## src/hw/rtl/pafp_pkg.sv

```systemverilog
// Shared types, codes and constants for the partition allocator.
`default_nettype none
package pafp_pkg;

  localparam int DEF_MAX_PARTITIONS = 64;
  localparam int DEF_MEMORY_UNITS   = 65536;

  localparam int SIZE_W = 17;
  localparam int ADDR_W = 16;
  localparam int IDX_W  = 6;
  localparam int STAT_W = 3;
  localparam int CMD_W  = 2;
  localparam int POL_W  = 2;

  localparam int IN_DATA_W  = 40;
  localparam int OUT_DATA_W = 32;

  typedef logic [SIZE_W-1:0] size_t;
  typedef logic [ADDR_W-1:0] addr_t;

  typedef struct packed {
    logic  busy;
    size_t size;
    addr_t base;
  } entry_t;

  typedef enum logic [CMD_W-1:0] {
    CMD_LOAD    = 2'd0,
    CMD_ALLOC   = 2'd1,
    CMD_RELEASE = 2'd2,
    CMD_UNUSED  = 2'd3
  } cmd_t;

  typedef enum logic [POL_W-1:0] {
    POL_FIRST  = 2'd0,
    POL_NEXT   = 2'd1,
    POL_BEST   = 2'd2,
    POL_FIRST2 = 2'd3
  } policy_t;

  typedef enum logic [STAT_W-1:0] {
    ST_OK       = 3'd0,
    ST_NOFIT    = 3'd1,
    ST_BADSIZE  = 3'd2,
    ST_BADINDEX = 3'd3,
    ST_FULL     = 3'd4
  } status_t;

  typedef enum logic [2:0] {
    S_IDLE,
    S_SCAN,
    S_DECIDE,
    S_EDIT,
    S_DONE
  } state_t;

  // How entries past the edited position move during a rewrite pass
  typedef enum logic [1:0] {
    SH_KEEP,
    SH_INS,
    SH_DEL1,
    SH_DEL2
  } shift_t;

  typedef struct packed {
    shift_t shift;
    entry_t val;
    entry_t rem;
  } edit_t;

  function automatic size_t sat_add(size_t a, size_t b);
    logic [SIZE_W:0] s;
    s = {1'b0, a} + {1'b0, b};
    return s[SIZE_W] ? {SIZE_W{1'b1}} : s[SIZE_W-1:0];
  endfunction

endpackage
`default_nettype wire

```

## src/hw/rtl/pafp_cell.sv

```systemverilog
// One table entry of the partition chain; shifts toward the head on demand.
`default_nettype none
module pafp_cell (
  input  wire logic            clk,
  input  wire logic            shift_en,
  input  wire pafp_pkg::entry_t din,
  output pafp_pkg::entry_t     dout
);
  import pafp_pkg::*;

  entry_t ent_r;

  always_ff @(posedge clk) begin
    if (shift_en) begin
      ent_r <= din;
    end
  end

  assign dout = ent_r;

endmodule
`default_nettype wire

```

## src/hw/rtl/pafp_editor.sv

```systemverilog
// Stream rewriter that feeds the chain tail: passes, replaces, inserts or drops entries.
`default_nettype none
module pafp_editor #(
  parameter int PW = 7,
  parameter int IW = 6
) (
  input  wire logic             clk,
  input  wire logic             shift_en,
  input  wire logic             pass_through,
  input  wire logic [PW-1:0]    pos,
  input  wire logic [IW-1:0]    x,
  input  wire pafp_pkg::edit_t  ed,
  input  wire pafp_pkg::entry_t head,
  output pafp_pkg::entry_t      feed
);
  import pafp_pkg::*;

  // w1..w3 hold the three most recent heads shifted out, newest in w1
  entry_t w1_r, w2_r, w3_r;
  logic [PW-1:0] q, xe;

  always_ff @(posedge clk) begin
    if (shift_en) begin
      w1_r <= head;
      w2_r <= w1_r;
      w3_r <= w2_r;
    end
  end

  assign q  = pos - PW'(2);
  assign xe = PW'(x);

  always_comb begin
    feed = head;
    if (!pass_through && pos >= PW'(2)) begin
      if (q < xe) begin
        feed = w2_r;
      end else if (q == xe) begin
        feed = ed.val;
      end else begin
        case (ed.shift)
          SH_KEEP: feed = w2_r;
          SH_INS:  feed = (q == xe + PW'(1)) ? ed.rem : w3_r;
          SH_DEL1: feed = w1_r;
          SH_DEL2: feed = head;
          default: feed = w2_r;
        endcase
      end
    end
  end

endmodule
`default_nettype wire

```

## src/hw/rtl/partition_allocator_fit_policies.sv

```systemverilog
// Top level: command sequencer, fit search and the chain of partition cells.
`default_nettype none
// Partition allocator keeping a table of up to MAX_PARTITIONS partitions in a
// chain of cells that rotates through the head cell. One command is handled at a
// time. Load makes one rewrite pass; allocate and release make a read rotation,
// a decide step and a rewrite pass; an allocation refused after the search ends
// after the decide step; commands rejected on decode go straight to the result.
// The result waits in an output register until taken; the next command is
// accepted once the result has been handed to that register.
// fit_policy must be written only while the block is idle; the block does not
// enforce this.
module partition_allocator_fit_policies #(
  parameter int MAX_PARTITIONS = pafp_pkg::DEF_MAX_PARTITIONS,
  parameter int MEMORY_UNITS   = pafp_pkg::DEF_MEMORY_UNITS
) (
  input  wire logic                            clk,
  input  wire logic                            rst_n,
  input  wire logic                            in_tvalid,
  output logic                                 in_tready,
  // size_value[16:0], load_address[32:17], partition_index[38:33], zero pad
  input  wire logic [pafp_pkg::IN_DATA_W-1:0]  in_tdata,
  // command[1:0]
  input  wire logic [pafp_pkg::CMD_W-1:0]      in_tuser,
  output logic                                 out_tvalid,
  input  wire logic                            out_tready,
  // status[2:0], base_address[18:3], result_index[24:19], zero pad
  output logic [pafp_pkg::OUT_DATA_W-1:0]      out_tdata,
  input  wire logic                            cfg_wr_en,
  input  wire logic [pafp_pkg::POL_W-1:0]      cfg_wr_data
);
  import pafp_pkg::*;

  localparam int IW = $clog2(MAX_PARTITIONS);
  localparam int CW = $clog2(MAX_PARTITIONS + 1);
  localparam int PW = $clog2(MAX_PARTITIONS + 2);

  // ---------------- registers ----------------
  state_t          state_r, state_nxt;
  logic [PW-1:0]   pos_r, pos_nxt;
  logic [CW-1:0]   count_r, count_nxt;
  logic [IW-1:0]   cursor_r, cursor_nxt;
  logic [IW-1:0]   start_r, start_nxt;
  policy_t         policy_r;
  cmd_t            cmd_r, cmd_nxt;
  size_t           req_r, req_nxt;
  logic [IDX_W-1:0] pidx_r, pidx_nxt;
  logic            found_r, found_nxt;
  logic [IW-1:0]   f_r, f_nxt;
  entry_t          fe_r, fe_nxt;
  logic            alt_found_r, alt_found_nxt;
  logic [IW-1:0]   alt_r, alt_nxt;
  entry_t          alte_r, alte_nxt;
  entry_t          prev_r, prev_nxt, cur_r, cur_nxt, nxt_r, nxt_nxt;
  logic [IW-1:0]   x_r, x_nxt;
  edit_t           ed_r, ed_nxt;
  status_t         rs_status_r, rs_status_nxt;
  addr_t           rs_base_r, rs_base_nxt;
  logic [IW-1:0]   rs_idx_r, rs_idx_nxt;
  logic            out_valid_r, out_valid_nxt;
  logic [OUT_DATA_W-1:0] out_data_r, out_data_nxt;

  // ---------------- input decode ----------------
  size_t            in_size;
  addr_t            in_addr;
  logic [IDX_W-1:0] in_pidx;
  cmd_t             in_cmd;
  logic             in_fire;
  logic             size_bad, load_bad;

  assign in_size = in_tdata[SIZE_W-1:0];
  assign in_addr = in_tdata[SIZE_W+ADDR_W-1:SIZE_W];
  assign in_pidx = in_tdata[SIZE_W+ADDR_W+IDX_W-1:SIZE_W+ADDR_W];
  assign in_cmd  = cmd_t'(in_tuser);
  assign in_tready = (state_r == S_IDLE);
  assign in_fire   = in_tvalid && in_tready;

  assign size_bad = (in_size == '0) || (32'(in_size) > 32'(MEMORY_UNITS));
  assign load_bad = size_bad || (32'(in_addr) + 32'(in_size) > 32'(MEMORY_UNITS));

  // ---------------- chain of cells ----------------
  entry_t cell_q [MAX_PARTITIONS];
  entry_t head, feed;
  logic   shift_en, pass_through;

  assign shift_en     = (state_r == S_SCAN) || (state_r == S_EDIT);
  assign pass_through = (state_r != S_EDIT);
  assign head         = cell_q[0];

  for (genvar k = 0; k < MAX_PARTITIONS; k++) begin : g_cell
    entry_t din;
    if (k == MAX_PARTITIONS - 1) begin : g_tail
      assign din = feed;
    end else begin : g_mid
      assign din = cell_q[k+1];
    end
    pafp_cell u_cell (
      .clk      (clk),
      .shift_en (shift_en),
      .din      (din),
      .dout     (cell_q[k])
    );
  end

  pafp_editor #(.PW(PW), .IW(IW)) u_editor (
    .clk          (clk),
    .shift_en     (shift_en),
    .pass_through (pass_through),
    .pos          (pos_r),
    .x            (x_r),
    .ed           (ed_r),
    .head         (head),
    .feed         (feed)
  );

  // ---------------- decide logic ----------------
  logic          sel_found;
  logic [IW-1:0] sel_f;
  entry_t        sel_e;
  logic          exact;
  logic [IW-1:0] ri;
  logic          m_left, m_right, has_next;
  addr_t         base_j;
  size_t         size_j, size_fin;
  logic [IW-1:0] rel_j;
  logic [IW-1:0] rel_cursor;
  logic [CW-1:0] rel_count;
  logic          go_edit;

  function automatic logic [IW-1:0] fix_cursor(logic [IW-1:0] c, logic [CW-1:0] n);
    return (32'(c) >= 32'(n)) ? '0 : c;
  endfunction

  always_comb begin
    logic [IW-1:0] cc;
    logic [CW-1:0] cn;
    logic [IW-1:0] r;
    r         = '0;
    sel_found = found_r;
    sel_f     = f_r;
    sel_e     = fe_r;
    if (policy_r == POL_NEXT && !found_r) begin
      sel_found = alt_found_r;
      sel_f     = alt_r;
      sel_e     = alte_r;
    end
    exact = (sel_e.size == req_r);

    ri       = IW'(pidx_r);
    m_left   = (ri != '0) && !prev_r.busy &&
               ({2'b0, prev_r.base} + {1'b0, prev_r.size} == {2'b0, cur_r.base});
    base_j   = m_left ? prev_r.base : cur_r.base;
    size_j   = m_left ? sat_add(prev_r.size, cur_r.size) : cur_r.size;
    has_next = (32'(ri) + 32'd1 < 32'(count_r));
    m_right  = has_next && !nxt_r.busy &&
               ({2'b0, base_j} + {1'b0, size_j} == {2'b0, nxt_r.base});
    size_fin = m_right ? sat_add(size_j, nxt_r.size) : size_j;
    rel_j    = m_left ? ri - IW'(1) : ri;

    // follow the cursor through each removal
    cc = cursor_r;
    cn = count_r;
    if (m_left) begin
      if (cc > ri) cc = cc - IW'(1);
      cn = cn - CW'(1);
      cc = fix_cursor(cc, cn);
    end
    if (m_right) begin
      r = m_left ? ri : ri + IW'(1);
      if (cc > r) cc = cc - IW'(1);
      cn = cn - CW'(1);
      cc = fix_cursor(cc, cn);
    end
    rel_cursor = cc;
    rel_count  = cn;

    if (cmd_r == CMD_ALLOC) begin
      go_edit = sel_found && (exact || 32'(count_r) < 32'(MAX_PARTITIONS));
    end else begin
      go_edit = 1'b1;
    end
  end

  // ---------------- next state ----------------
  always_comb begin
    state_nxt = state_r;
    case (state_r)
      S_IDLE: begin
        if (in_fire) begin
          case (in_cmd)
            CMD_LOAD: begin
              state_nxt = (load_bad || 32'(count_r) >= 32'(MAX_PARTITIONS)) ?
                          S_DONE : S_EDIT;
            end
            CMD_ALLOC:   state_nxt = size_bad ? S_DONE : S_SCAN;
            CMD_RELEASE: state_nxt = (32'(in_pidx) >= 32'(count_r)) ? S_DONE : S_SCAN;
            default:     state_nxt = S_DONE;
          endcase
        end
      end
      S_SCAN:   if (pos_r == PW'(MAX_PARTITIONS - 1)) state_nxt = S_DECIDE;
      S_DECIDE: state_nxt = go_edit ? S_EDIT : S_DONE;
      S_EDIT:   if (pos_r == PW'(MAX_PARTITIONS + 1)) state_nxt = S_DONE;
      S_DONE:   if (!out_valid_r || out_tready) state_nxt = S_IDLE;
      default:  state_nxt = S_IDLE;
    endcase
  end

  // ---------------- datapath next values ----------------
  always_comb begin
    logic cand;
    pos_nxt       = pos_r;
    count_nxt     = count_r;
    cursor_nxt    = cursor_r;
    start_nxt     = start_r;
    cmd_nxt       = cmd_r;
    req_nxt       = req_r;
    pidx_nxt      = pidx_r;
    found_nxt     = found_r;
    f_nxt         = f_r;
    fe_nxt        = fe_r;
    alt_found_nxt = alt_found_r;
    alt_nxt       = alt_r;
    alte_nxt      = alte_r;
    prev_nxt      = prev_r;
    cur_nxt       = cur_r;
    nxt_nxt       = nxt_r;
    x_nxt         = x_r;
    ed_nxt        = ed_r;
    rs_status_nxt = rs_status_r;
    rs_base_nxt   = rs_base_r;
    rs_idx_nxt    = rs_idx_r;
    out_valid_nxt = out_valid_r;
    out_data_nxt  = out_data_r;
    cand = 1'b0;

    if (out_valid_r && out_tready) out_valid_nxt = 1'b0;

    case (state_r)
      S_IDLE: begin
        if (in_fire) begin
          cmd_nxt       = in_cmd;
          req_nxt       = in_size;
          pidx_nxt      = in_pidx;
          pos_nxt       = '0;
          found_nxt     = 1'b0;
          alt_found_nxt = 1'b0;
          start_nxt     = fix_cursor(cursor_r, count_r);
          rs_status_nxt = ST_OK;
          rs_base_nxt   = '0;
          rs_idx_nxt    = '0;
          case (in_cmd)
            CMD_LOAD: begin
              if (load_bad) begin
                rs_status_nxt = ST_BADSIZE;
              end else if (32'(count_r) >= 32'(MAX_PARTITIONS)) begin
                rs_status_nxt = ST_FULL;
              end else begin
                x_nxt        = IW'(count_r);
                ed_nxt.shift = SH_KEEP;
                ed_nxt.val   = '{busy: 1'b0, size: in_size, base: in_addr};
                ed_nxt.rem   = '{busy: 1'b0, size: in_size, base: in_addr};
                count_nxt    = count_r + CW'(1);
                rs_base_nxt  = in_addr;
                rs_idx_nxt   = IW'(count_r);
              end
            end
            CMD_ALLOC: begin
              if (size_bad) rs_status_nxt = ST_BADSIZE;
            end
            CMD_RELEASE: begin
              if (32'(in_pidx) >= 32'(count_r)) rs_status_nxt = ST_BADINDEX;
            end
            default: rs_status_nxt = ST_BADINDEX;
          endcase
        end
      end

      S_SCAN: begin
        pos_nxt = pos_r + PW'(1);
        cand = (32'(pos_r) < 32'(count_r)) && !head.busy && (head.size >= req_r);
        case (policy_r)
          POL_NEXT: begin
            if (cand && !found_r && 32'(pos_r) >= 32'(start_r)) begin
              found_nxt = 1'b1;
              f_nxt     = IW'(pos_r);
              fe_nxt    = head;
            end
            if (cand && !alt_found_r) begin
              alt_found_nxt = 1'b1;
              alt_nxt       = IW'(pos_r);
              alte_nxt      = head;
            end
          end
          POL_BEST: begin
            if (cand && (!found_r || head.size < fe_r.size)) begin
              found_nxt = 1'b1;
              f_nxt     = IW'(pos_r);
              fe_nxt    = head;
            end
          end
          default: begin
            if (cand && !found_r) begin
              found_nxt = 1'b1;
              f_nxt     = IW'(pos_r);
              fe_nxt    = head;
            end
          end
        endcase
        // capture the released entry and its neighbors
        if (pos_r == PW'(pidx_r) - PW'(1)) prev_nxt = head;
        if (pos_r == PW'(pidx_r))          cur_nxt  = head;
        if (pos_r == PW'(pidx_r) + PW'(1)) nxt_nxt  = head;
      end

      S_DECIDE: begin
        pos_nxt = '0;
        if (cmd_r == CMD_ALLOC) begin
          if (!sel_found) begin
            rs_status_nxt = ST_NOFIT;
          end else if (exact) begin
            x_nxt        = sel_f;
            ed_nxt.shift = SH_KEEP;
            ed_nxt.val   = '{busy: 1'b1, size: req_r, base: sel_e.base};
            ed_nxt.rem   = sel_e;
            cursor_nxt   = fix_cursor(sel_f + IW'(1), count_r);
            rs_base_nxt  = sel_e.base;
            rs_idx_nxt   = sel_f;
          end else if (32'(count_r) >= 32'(MAX_PARTITIONS)) begin
            rs_status_nxt = ST_FULL;
          end else begin
            x_nxt        = sel_f;
            ed_nxt.shift = SH_INS;
            ed_nxt.val   = '{busy: 1'b1, size: req_r, base: sel_e.base};
            ed_nxt.rem   = '{busy: 1'b0, size: sel_e.size - req_r,
                             base: sel_e.base + ADDR_W'(req_r)};
            count_nxt    = count_r + CW'(1);
            cursor_nxt   = sel_f + IW'(1);
            rs_base_nxt  = sel_e.base;
            rs_idx_nxt   = sel_f;
          end
        end else begin
          x_nxt        = rel_j;
          ed_nxt.val   = '{busy: 1'b0, size: size_fin, base: base_j};
          ed_nxt.rem   = ed_nxt.val;
          ed_nxt.shift = (m_left && m_right) ? SH_DEL2 :
                         (m_left || m_right) ? SH_DEL1 : SH_KEEP;
          count_nxt    = rel_count;
          cursor_nxt   = rel_cursor;
          rs_base_nxt  = base_j;
          rs_idx_nxt   = rel_j;
        end
      end

      S_EDIT: begin
        pos_nxt = pos_r + PW'(1);
      end

      S_DONE: begin
        if (!out_valid_r || out_tready) begin
          out_valid_nxt = 1'b1;
          out_data_nxt  = OUT_DATA_W'({IDX_W'(rs_idx_r), rs_base_r, rs_status_r});
        end
      end

      default: ;
    endcase
  end

  // ---------------- registers ----------------
  always_ff @(posedge clk) begin
    if (!rst_n) begin
      state_r     <= S_IDLE;
      count_r     <= '0;
      cursor_r    <= '0;
      policy_r    <= POL_FIRST;
      out_valid_r <= 1'b0;
    end else begin
      state_r     <= state_nxt;
      count_r     <= count_nxt;
      cursor_r    <= cursor_nxt;
      out_valid_r <= out_valid_nxt;
      if (cfg_wr_en) policy_r <= policy_t'(cfg_wr_data);
    end
  end

  always_ff @(posedge clk) begin
    pos_r       <= pos_nxt;
    start_r     <= start_nxt;
    cmd_r       <= cmd_nxt;
    req_r       <= req_nxt;
    pidx_r      <= pidx_nxt;
    found_r     <= found_nxt;
    f_r         <= f_nxt;
    fe_r        <= fe_nxt;
    alt_found_r <= alt_found_nxt;
    alt_r       <= alt_nxt;
    alte_r      <= alte_nxt;
    prev_r      <= prev_nxt;
    cur_r       <= cur_nxt;
    nxt_r       <= nxt_nxt;
    x_r         <= x_nxt;
    ed_r        <= ed_nxt;
    rs_status_r <= rs_status_nxt;
    rs_base_r   <= rs_base_nxt;
    rs_idx_r    <= rs_idx_nxt;
    out_data_r  <= out_data_nxt;
  end

  assign out_tvalid = out_valid_r;
  assign out_tdata  = out_data_r;

endmodule
`default_nettype wire

```

## config.mk

```make
export PLATFORM = sky130hd
export DESIGN_NAME = partition_allocator_fit_policies
export DESIGN_NICKNAME = d
export VERILOG_FILES = /design/src/hw/rtl/pafp_pkg.sv /design/src/hw/rtl/pafp_cell.sv /design/src/hw/rtl/pafp_editor.sv /design/src/hw/rtl/partition_allocator_fit_policies.sv
export SDC_FILE = /design/constraint.sdc
export NUM_CORES = 2
export LEC_CHECK = 0
export BUFFER_PORTS_ARGS = -buffer_cell sky130_fd_sc_hd__buf_2
export CORE_MARGIN = 4
export CORE_UTILIZATION = 48
export CTS_CLUSTER_DIAMETER = 60
export DETAILED_ROUTE_END_ITERATION = 10
export PLACE_DENSITY_LB_ADDON = 0.05
export SYNTH_ARGS = -nofsm -noshare
export SYNTH_HDL_FRONTEND = slang
export SYNTH_HIERARCHICAL = 1
export SYNTH_SLANG_ARGS = --single-unit
```

## constraint.sdc

```tcl
create_clock -name clk -period 68.9 [get_ports clk]
set_clock_uncertainty 0.15 [all_clocks]
set_input_delay 3.445 -clock clk [delete_from_list [all_inputs] [get_ports clk]]
set_output_delay 3.445 -clock clk [all_outputs]
set_load 0.03 [all_outputs]
```

## After elaboration in Yosys (flattened, before gate mapping)

Index checks and enable logic that the tools add are counted.

| word-level totals | value |
|---|---|
| register bits | 2644 |
| logic and storage cells | 498 |
| output and inout bits | 34 |
| bits of input ports | 49 |

| operators by class | value |
|---|---|
| muxes and demuxes | 116 |
| order comparisons | 18 |
| add/subtract/negate cells | 21 |
| equal/unequal tests | 45 |
| reductions and logical operators | 57 |

Operators by type and width:

| operator | number |
|---|---|
| $mux W70 | 8 |
| $mux W34 | 8 |
| $mux W6 | 31 |
| $mux W16 | 9 |
| $pmux W70 S2 | 1 |
| $pmux W34 S4 | 1 |
| $mux W7 | 10 |
| $mux W17 | 4 |
| $pmux W34 S2 | 1 |
| $add A16 B17 Y18 | 3 |
| $mux W3 | 15 |
| $add A17 B17 Y18 | 2 |
| $eq A18 B16 Y1 | 2 |
| $pmux W6 S2 | 3 |
| $ge A6 B7 Y1 | 5 |
| $pmux W16 S2 | 1 |
| $add A6 B1 Y7 const B | 3 |
| $eq A7 B7 Y1 | 3 |
| $pmux W7 S3 | 1 |
| $gt A18 B17 Y1 const B | 1 |
| $ne A3 B3 Y1 const B | 6 |
| $pmux W3 S3 | 2 |
| $sub A6 B1 Y6 const B | 3 |
| $eq A17 B17 Y1 | 1 |
| 52 further kinds | 133 |

## Longest topological paths before layout

| depth | value |
|---|---|
| depth in word-level cells | 14 |
| gate-level depth with buffers | 40 |
| mapped depth without buffers | 40 |

## Cells and area by module

Netlist, hierarchy kept.

Modules (own cells, without submodules):

| module | instances | sequential area each (um^2) | area an instance (um^2) | cells each |
|---|---|---|---|---|
| pafp_cell | 64 | 1021.0 | 1021.0 | 34 |
| partition_allocator_fit_policies | 1 | 10800.4 | 23834.1 | 2304 |
| pafp_editor | 1 | 3062.9 | 6342.3 | 587 |

## Worst setup path after synthesis

OpenSTA, ideal clock, no wires.

| path | value |
|---|---|
| path type | register to register |
| start point | register state_r[2] |
| end point | register nxt_r[0] (netlist name), enable pin |
| cell stages (with the launch flop) | 7 |
| setup time | 523 ps |
| arrival | 53525 ps |
| path slack | 14702 ps |
| path buffers | 1 |
| required time | 68227 ps |
| period minus slack after synthesis | 54198 ps |
| path through | dfxtp_1 > clkbuf_1 > nand2b_1 > inv_1 > nand2b_1 > nor3_1 > nor4b_1 |

| on the way | value |
|---|---|
| cells in the longest elaborated chain, start to end | 2 |

Ends and longest elaborated chain:

| what | line | text |
|---|---|---|
| from (decl) | partition_allocator_fit_policies.sv:38 | `state_t state_r, state_nxt;` |
| from (signal assigned) | partition_allocator_fit_policies.sv:378 | `state_r <= state_nxt;` |
| $eq A3 B1 Y1 | partition_allocator_fit_policies.sv:238 | `case (state_r)` |
| $reduce_and A2 Y1 (no line) | n/a |  |
| to (signal assigned) | partition_allocator_fit_policies.sv:400 | `nxt_r <= nxt_nxt;` |
| to (decl) | partition_allocator_fit_policies.sv:53 | `entry_t prev_r, prev_nxt, cur_r, cur_nxt, nxt_r, nxt_nxt;` |

No other way between the ends.
A chain may end at the register's enable or synchronous reset.

==> flow_metrics.env <==
export IMPL_fin_cells=8232
export IMPL_clock_sinks=2644
export IMPL_dp_hpwl_um=111000
export IMPL_ctsLongestPathBuffers=4
export IMPL_antenna_found_initial=15
export IMPL_area_growth_pct=13.3
export IMPL_holdPathStages=0
export IMPL_port_buffers=74
export IMPL_numCtsBuffers=292
export IMPL_ioPinCount=83
export IMPL_die_w_um=454
export IMPL_insertion_delay_ns=0.93
export IMPL_core_area_um2=198000
export IMPL_post_route_period_util_pct=15.8
export IMPL_grt_pass1_wl_um=272000
export IMPL_routed_via_count=44100
export IMPL_cp_top_family="simple AND/OR/NAND/NOR gates"
export IMPL_first_iter_violations=4297
export IMPL_ctsHtreeMaxLevel=5
export IMPL_grt_pass1_vias=43000
export IMPL_dp_cells=7741
export IMPL_timing_setup_tns_ns=0
export IMPL_synthCells=5067
export IMPL_async_flop_share_pct=0
export IMPL_rsz0062_at_grt="false"
export IMPL_synth_flop_cell="edfxtp_1"
export IMPL_slew_viol_final=0
export IMPL_drive_gt1_share_pct=11.1
export IMPL_hp_class="reg2reg"
export IMPL_reg2reg_from="prev_r[0]"
export IMPL_synth_mux_area_fraction_pct=1.84
export IMPL_peakVddDrop_mv=0.0389
export IMPL_grt_max_degree=198
export IMPL_nNetsFinal=5677
export IMPL_wirelength_um=182000
export IMPL_final_area_um2=108000
export IMPL_finalHoldViolCount=0
export IMPL_routed_wl_met3_um=9730
export IMPL_critPathBufInv=3
export IMPL_holdCritStartpoint="g_cell[55].u_cell/dout[3]"
export IMPL_cp_max_fo=38
export IMPL_pwr_share_clk_pct=33.7
export IMPL_yosys_area_share_simple_pct=3.89
export IMPL_crit_type="reg2reg"
export IMPL_wl_met1_um=85700
export IMPL_finalSetupViolations=0
export IMPL_p_int_mw=3.17
export IMPL_first_pass_iters=7
export IMPL_cts_hold_buf=0
export IMPL_grt_usage_pct=17.5
export IMPL_synth_top_family_by_area="compound AO/OA/AOI/OAI gates"
export IMPL_avgSynthCellArea_um2=18.9
export IMPL_critPathRequiredTime_ns=69.31
export IMPL_topRoutingLayerUsed="met4"
export IMPL_worstPathArrival_ns=11.32
export IMPL_slew_headroom_pct=15.1
export IMPL_vias_per_cell=5.36
export IMPL_status="finished clean"
export IMPL_max_cap_violations=0
export IMPL_clk_pin_slew_ns=0.06
export IMPL_start_util_pct=48.3
export IMPL_avgRoutedWirePerCell_um=22.1
export IMPL_syn_area_um2=95500
export IMPL_powerDensity_nw_per_um2=39.6
export IMPL_period_needed_ns=10.91
export IMPL_place_gp_congestion=0.872
export IMPL_hold_path_end="g_cell[54].u_cell/dout[3]"
export IMPL_cpPeakStageDelay_ns=0.84
export IMPL_reg2reg_to="ed_r[19]"
export IMPL_cts_tree="yes"
export IMPL_cp_end_kind="flop"
export IMPL_drc=0
export IMPL_final_util_pct=54.8
export IMPL_synth_fa_ha_area_share_pct=3.11
export IMPL_reg2reg_depth=25
export IMPL_dieHeight_um=454
export IMPL_max_freq_ghz=0.0917
export IMPL_rows=163
export IMPL_placed_area_um2=99300
export IMPL_antenna_left=0
export IMPL_seqPwrFrac_pct=52.5
export IMPL_wl_met2_um=80500
export IMPL_cts_setup_buffers=0
export IMPL_yosysWarnings=6
export IMPL_startpoint_type="flop"
export IMPL_r2r_slack_ns=57.99
export IMPL_synth_seq_cells=2644
export IMPL_yosysUniqueCellTypes=95
export IMPL_seq_area_frac_synth_pct=82.9
export IMPL_die_area_um2=206000
export IMPL_p_leak_nw=33.0
export IMPL_synth_compound_area_share_pct=5.26
export IMPL_synthXorXnorAreaFrac_pct=1.63
export IMPL_switching_share_pct=26.0
export IMPL_clock_root_buffer="clkbuf_16"
export IMPL_cp_slowest_cell="o21ai_0"
export IMPL_worstMarginPinSlew_ns=1.27
export IMPL_synth_edff_count=2625
export IMPL_combPwrFrac_pct=13.8
export IMPL_grt_overflow_total=0
export IMPL_power_switching_mw=1.11
export IMPL_post_cts_resized=0
## stage by stage
step / setup slack [ns] / power [mW] / hold slack (ns)
after global placement: 58.09 / 2.87 / 0.250
after CTS: 58.08 / 4.35 / 0.236
after floorplan: 14.70 / 3.62 / 0.250
final: 57.99 / 4.28 / 0.235
after global routing: 57.58 / 4.49 / 0.241
after detailed placement: 58.09 / 2.88 / 0.255
## worst max path at each step
stage / from / endpoint / slack [ns] / cells past startpoint
finish: prev_r[0] / ed_r[19] / 57.99 / 25
CTS: prev_r[0] / ed_r[20] / 58.08 / 25
detailed placement: prev_r[16] / ed_r[20] / 58.09 / 25
floorplan: state_r[2] / nxt_r[0] / 14.70 / 6
global route: prev_r[0] / ed_r[20] / 57.58 / 28
global placement: prev_r[0] / ed_r[20] / 58.09 / 25
## logic make-up (layout without fill, tap and decap cells)
logic type,Yosys count,in the layout
flip-flops,2644,2644
multiplexers,172,172
buffers and inverters,304,820
adder cells (fa/ha/maj),233,233
AO/OA/AOI/OAI,752,752
XOR/XNOR,176,176
AND/OR/NAND/NOR,785,785
other,1,10
## cell usage in the layout, fill, tap and decap left out, types with 11 or more instances in the layout
cell type / netlist / layout
a21o_1: 54 / 54
nor4_1: 15 / 15
nor3_1: 54 / 53
xor2_1: 67 / 67
or3_1: 17 / 17
clkinv_2: 0 / 33
nor2b_1: 35 / 34
buf_2: 19 / 74
a21boi_0: 16 / 15
nand2_1: 259 / 259
mux2_2: 29 / 29
nor2_1: 217 / 210
a21oi_1: 156 / 155
xnor2_1: 108 / 108
nand4_1: 26 / 26
ha_1: 226 / 226
buf_4: 10 / 74
clkbuf_16: 0 / 298
clkbuf_1: 73 / 52
o22ai_1: 16 / 16
bufinv_16: 0 / 17
o21bai_1: 12 / 12
o311ai_1: 15 / 15
o211ai_1: 44 / 44
o31ai_1: 11 / 11
a31oi_1: 16 / 16
and2_1: 11 / 11
edfxtp_1: 2625 / 2625
o21a_1: 31 / 31
o21ai_1: 36 / 36
nand3_1: 55 / 55
dfxtp_1: 19 / 19
o311ai_2: 19 / 19
nand2b_1: 32 / 30
mux2i_1: 142 / 142
and3_1: 15 / 15
a211oi_1: 56 / 56
o21ai_0: 180 / 180
clkinv_1: 4 / 62
inv_1: 178 / 177
## metal layers
| layer | vias up | track usage, % |
|---|---|---|
| met5 | - | 0 |
| met4 | 0 | 6.15 |
| met3 | 364 | 3.12 |
| met2 | 1053 | 25.7 |
| met1 | 22400 | 26.6 |
| li1 | 20400 | - |
## sequential cells by signal, summed over array words and instances (netlist names), 3 cells and up
signal / cells
pidx_r: 6
rs_idx_r: 6
req_r: 17
prev_r: 34
rs_status_r: 3
u_editor/w3_r: 34
pos_r: 7
out_tdata: 25
u_editor/w1_r: 34
ed_r: 70
state_r: 3
u_editor/w2_r: 34
rs_base_r: 16
alt_r: 6
count_r: 7
g_cell.u_cell/dout: 2176
alte_r: 34
fe_r: 34
f_r: 6
x_r: 6
cur_r: 33
start_r: 6
cursor_r: 6
nxt_r: 34
## power groups by stage
stage,Combinational [mW],Clock (mW),Sequential (mW)
floorplan,0.411,0,3.21
global placement,0.592,0,2.28
detailed placement,0.598,0,2.28
CTS,0.599,1.50,2.26
global route,0.653,1.57,2.27
finish,0.591,1.44,2.25
## cell usage after synthesis (all sizes together) (31+ instances only)
| library cell | n | share of area (%) |
|---|---|---|
| xnor2 | 108 | 0.99 |
| o21ai | 217 | 1.1 |
| nand3 | 55 | 0.29 |
| o211ai | 44 | 0.35 |
| clkbuf | 73 | 0.29 |
| buf | 49 | 0.34 |
| mux2i | 143 | 1.5 |
| ha | 226 | 3.0 |
| o21a | 31 | 0.24 |
| nor2b | 35 | 0.23 |
| nand2 | 259 | 1.0 |
| edfxtp | 2625 | 83 |
| a21o | 54 | 0.42 |
| a211oi | 57 | 0.45 |
| inv | 178 | 0.70 |
| nor2 | 217 | 0.85 |
| o311ai | 36 | 0.48 |
| xor2 | 67 | 0.61 |
| nor3 | 56 | 0.31 |
| nand2b | 32 | 0.21 |
| a21oi | 157 | 0.83 |
## final cells by class
type	count	area [µm²]
Inverter	182	691
Clock buffer	351	7670
Tap cell	2640	3300
Sequential cell	2644	79200
Timing Repair Buffer	150	966
Clock inverter	137	1180
Multi-Input combinational cell	2125	15200
Fill cell	15300	89400
Antenna cell	3	7.51
No activity file was read; power rests on OpenSTA's default activity.
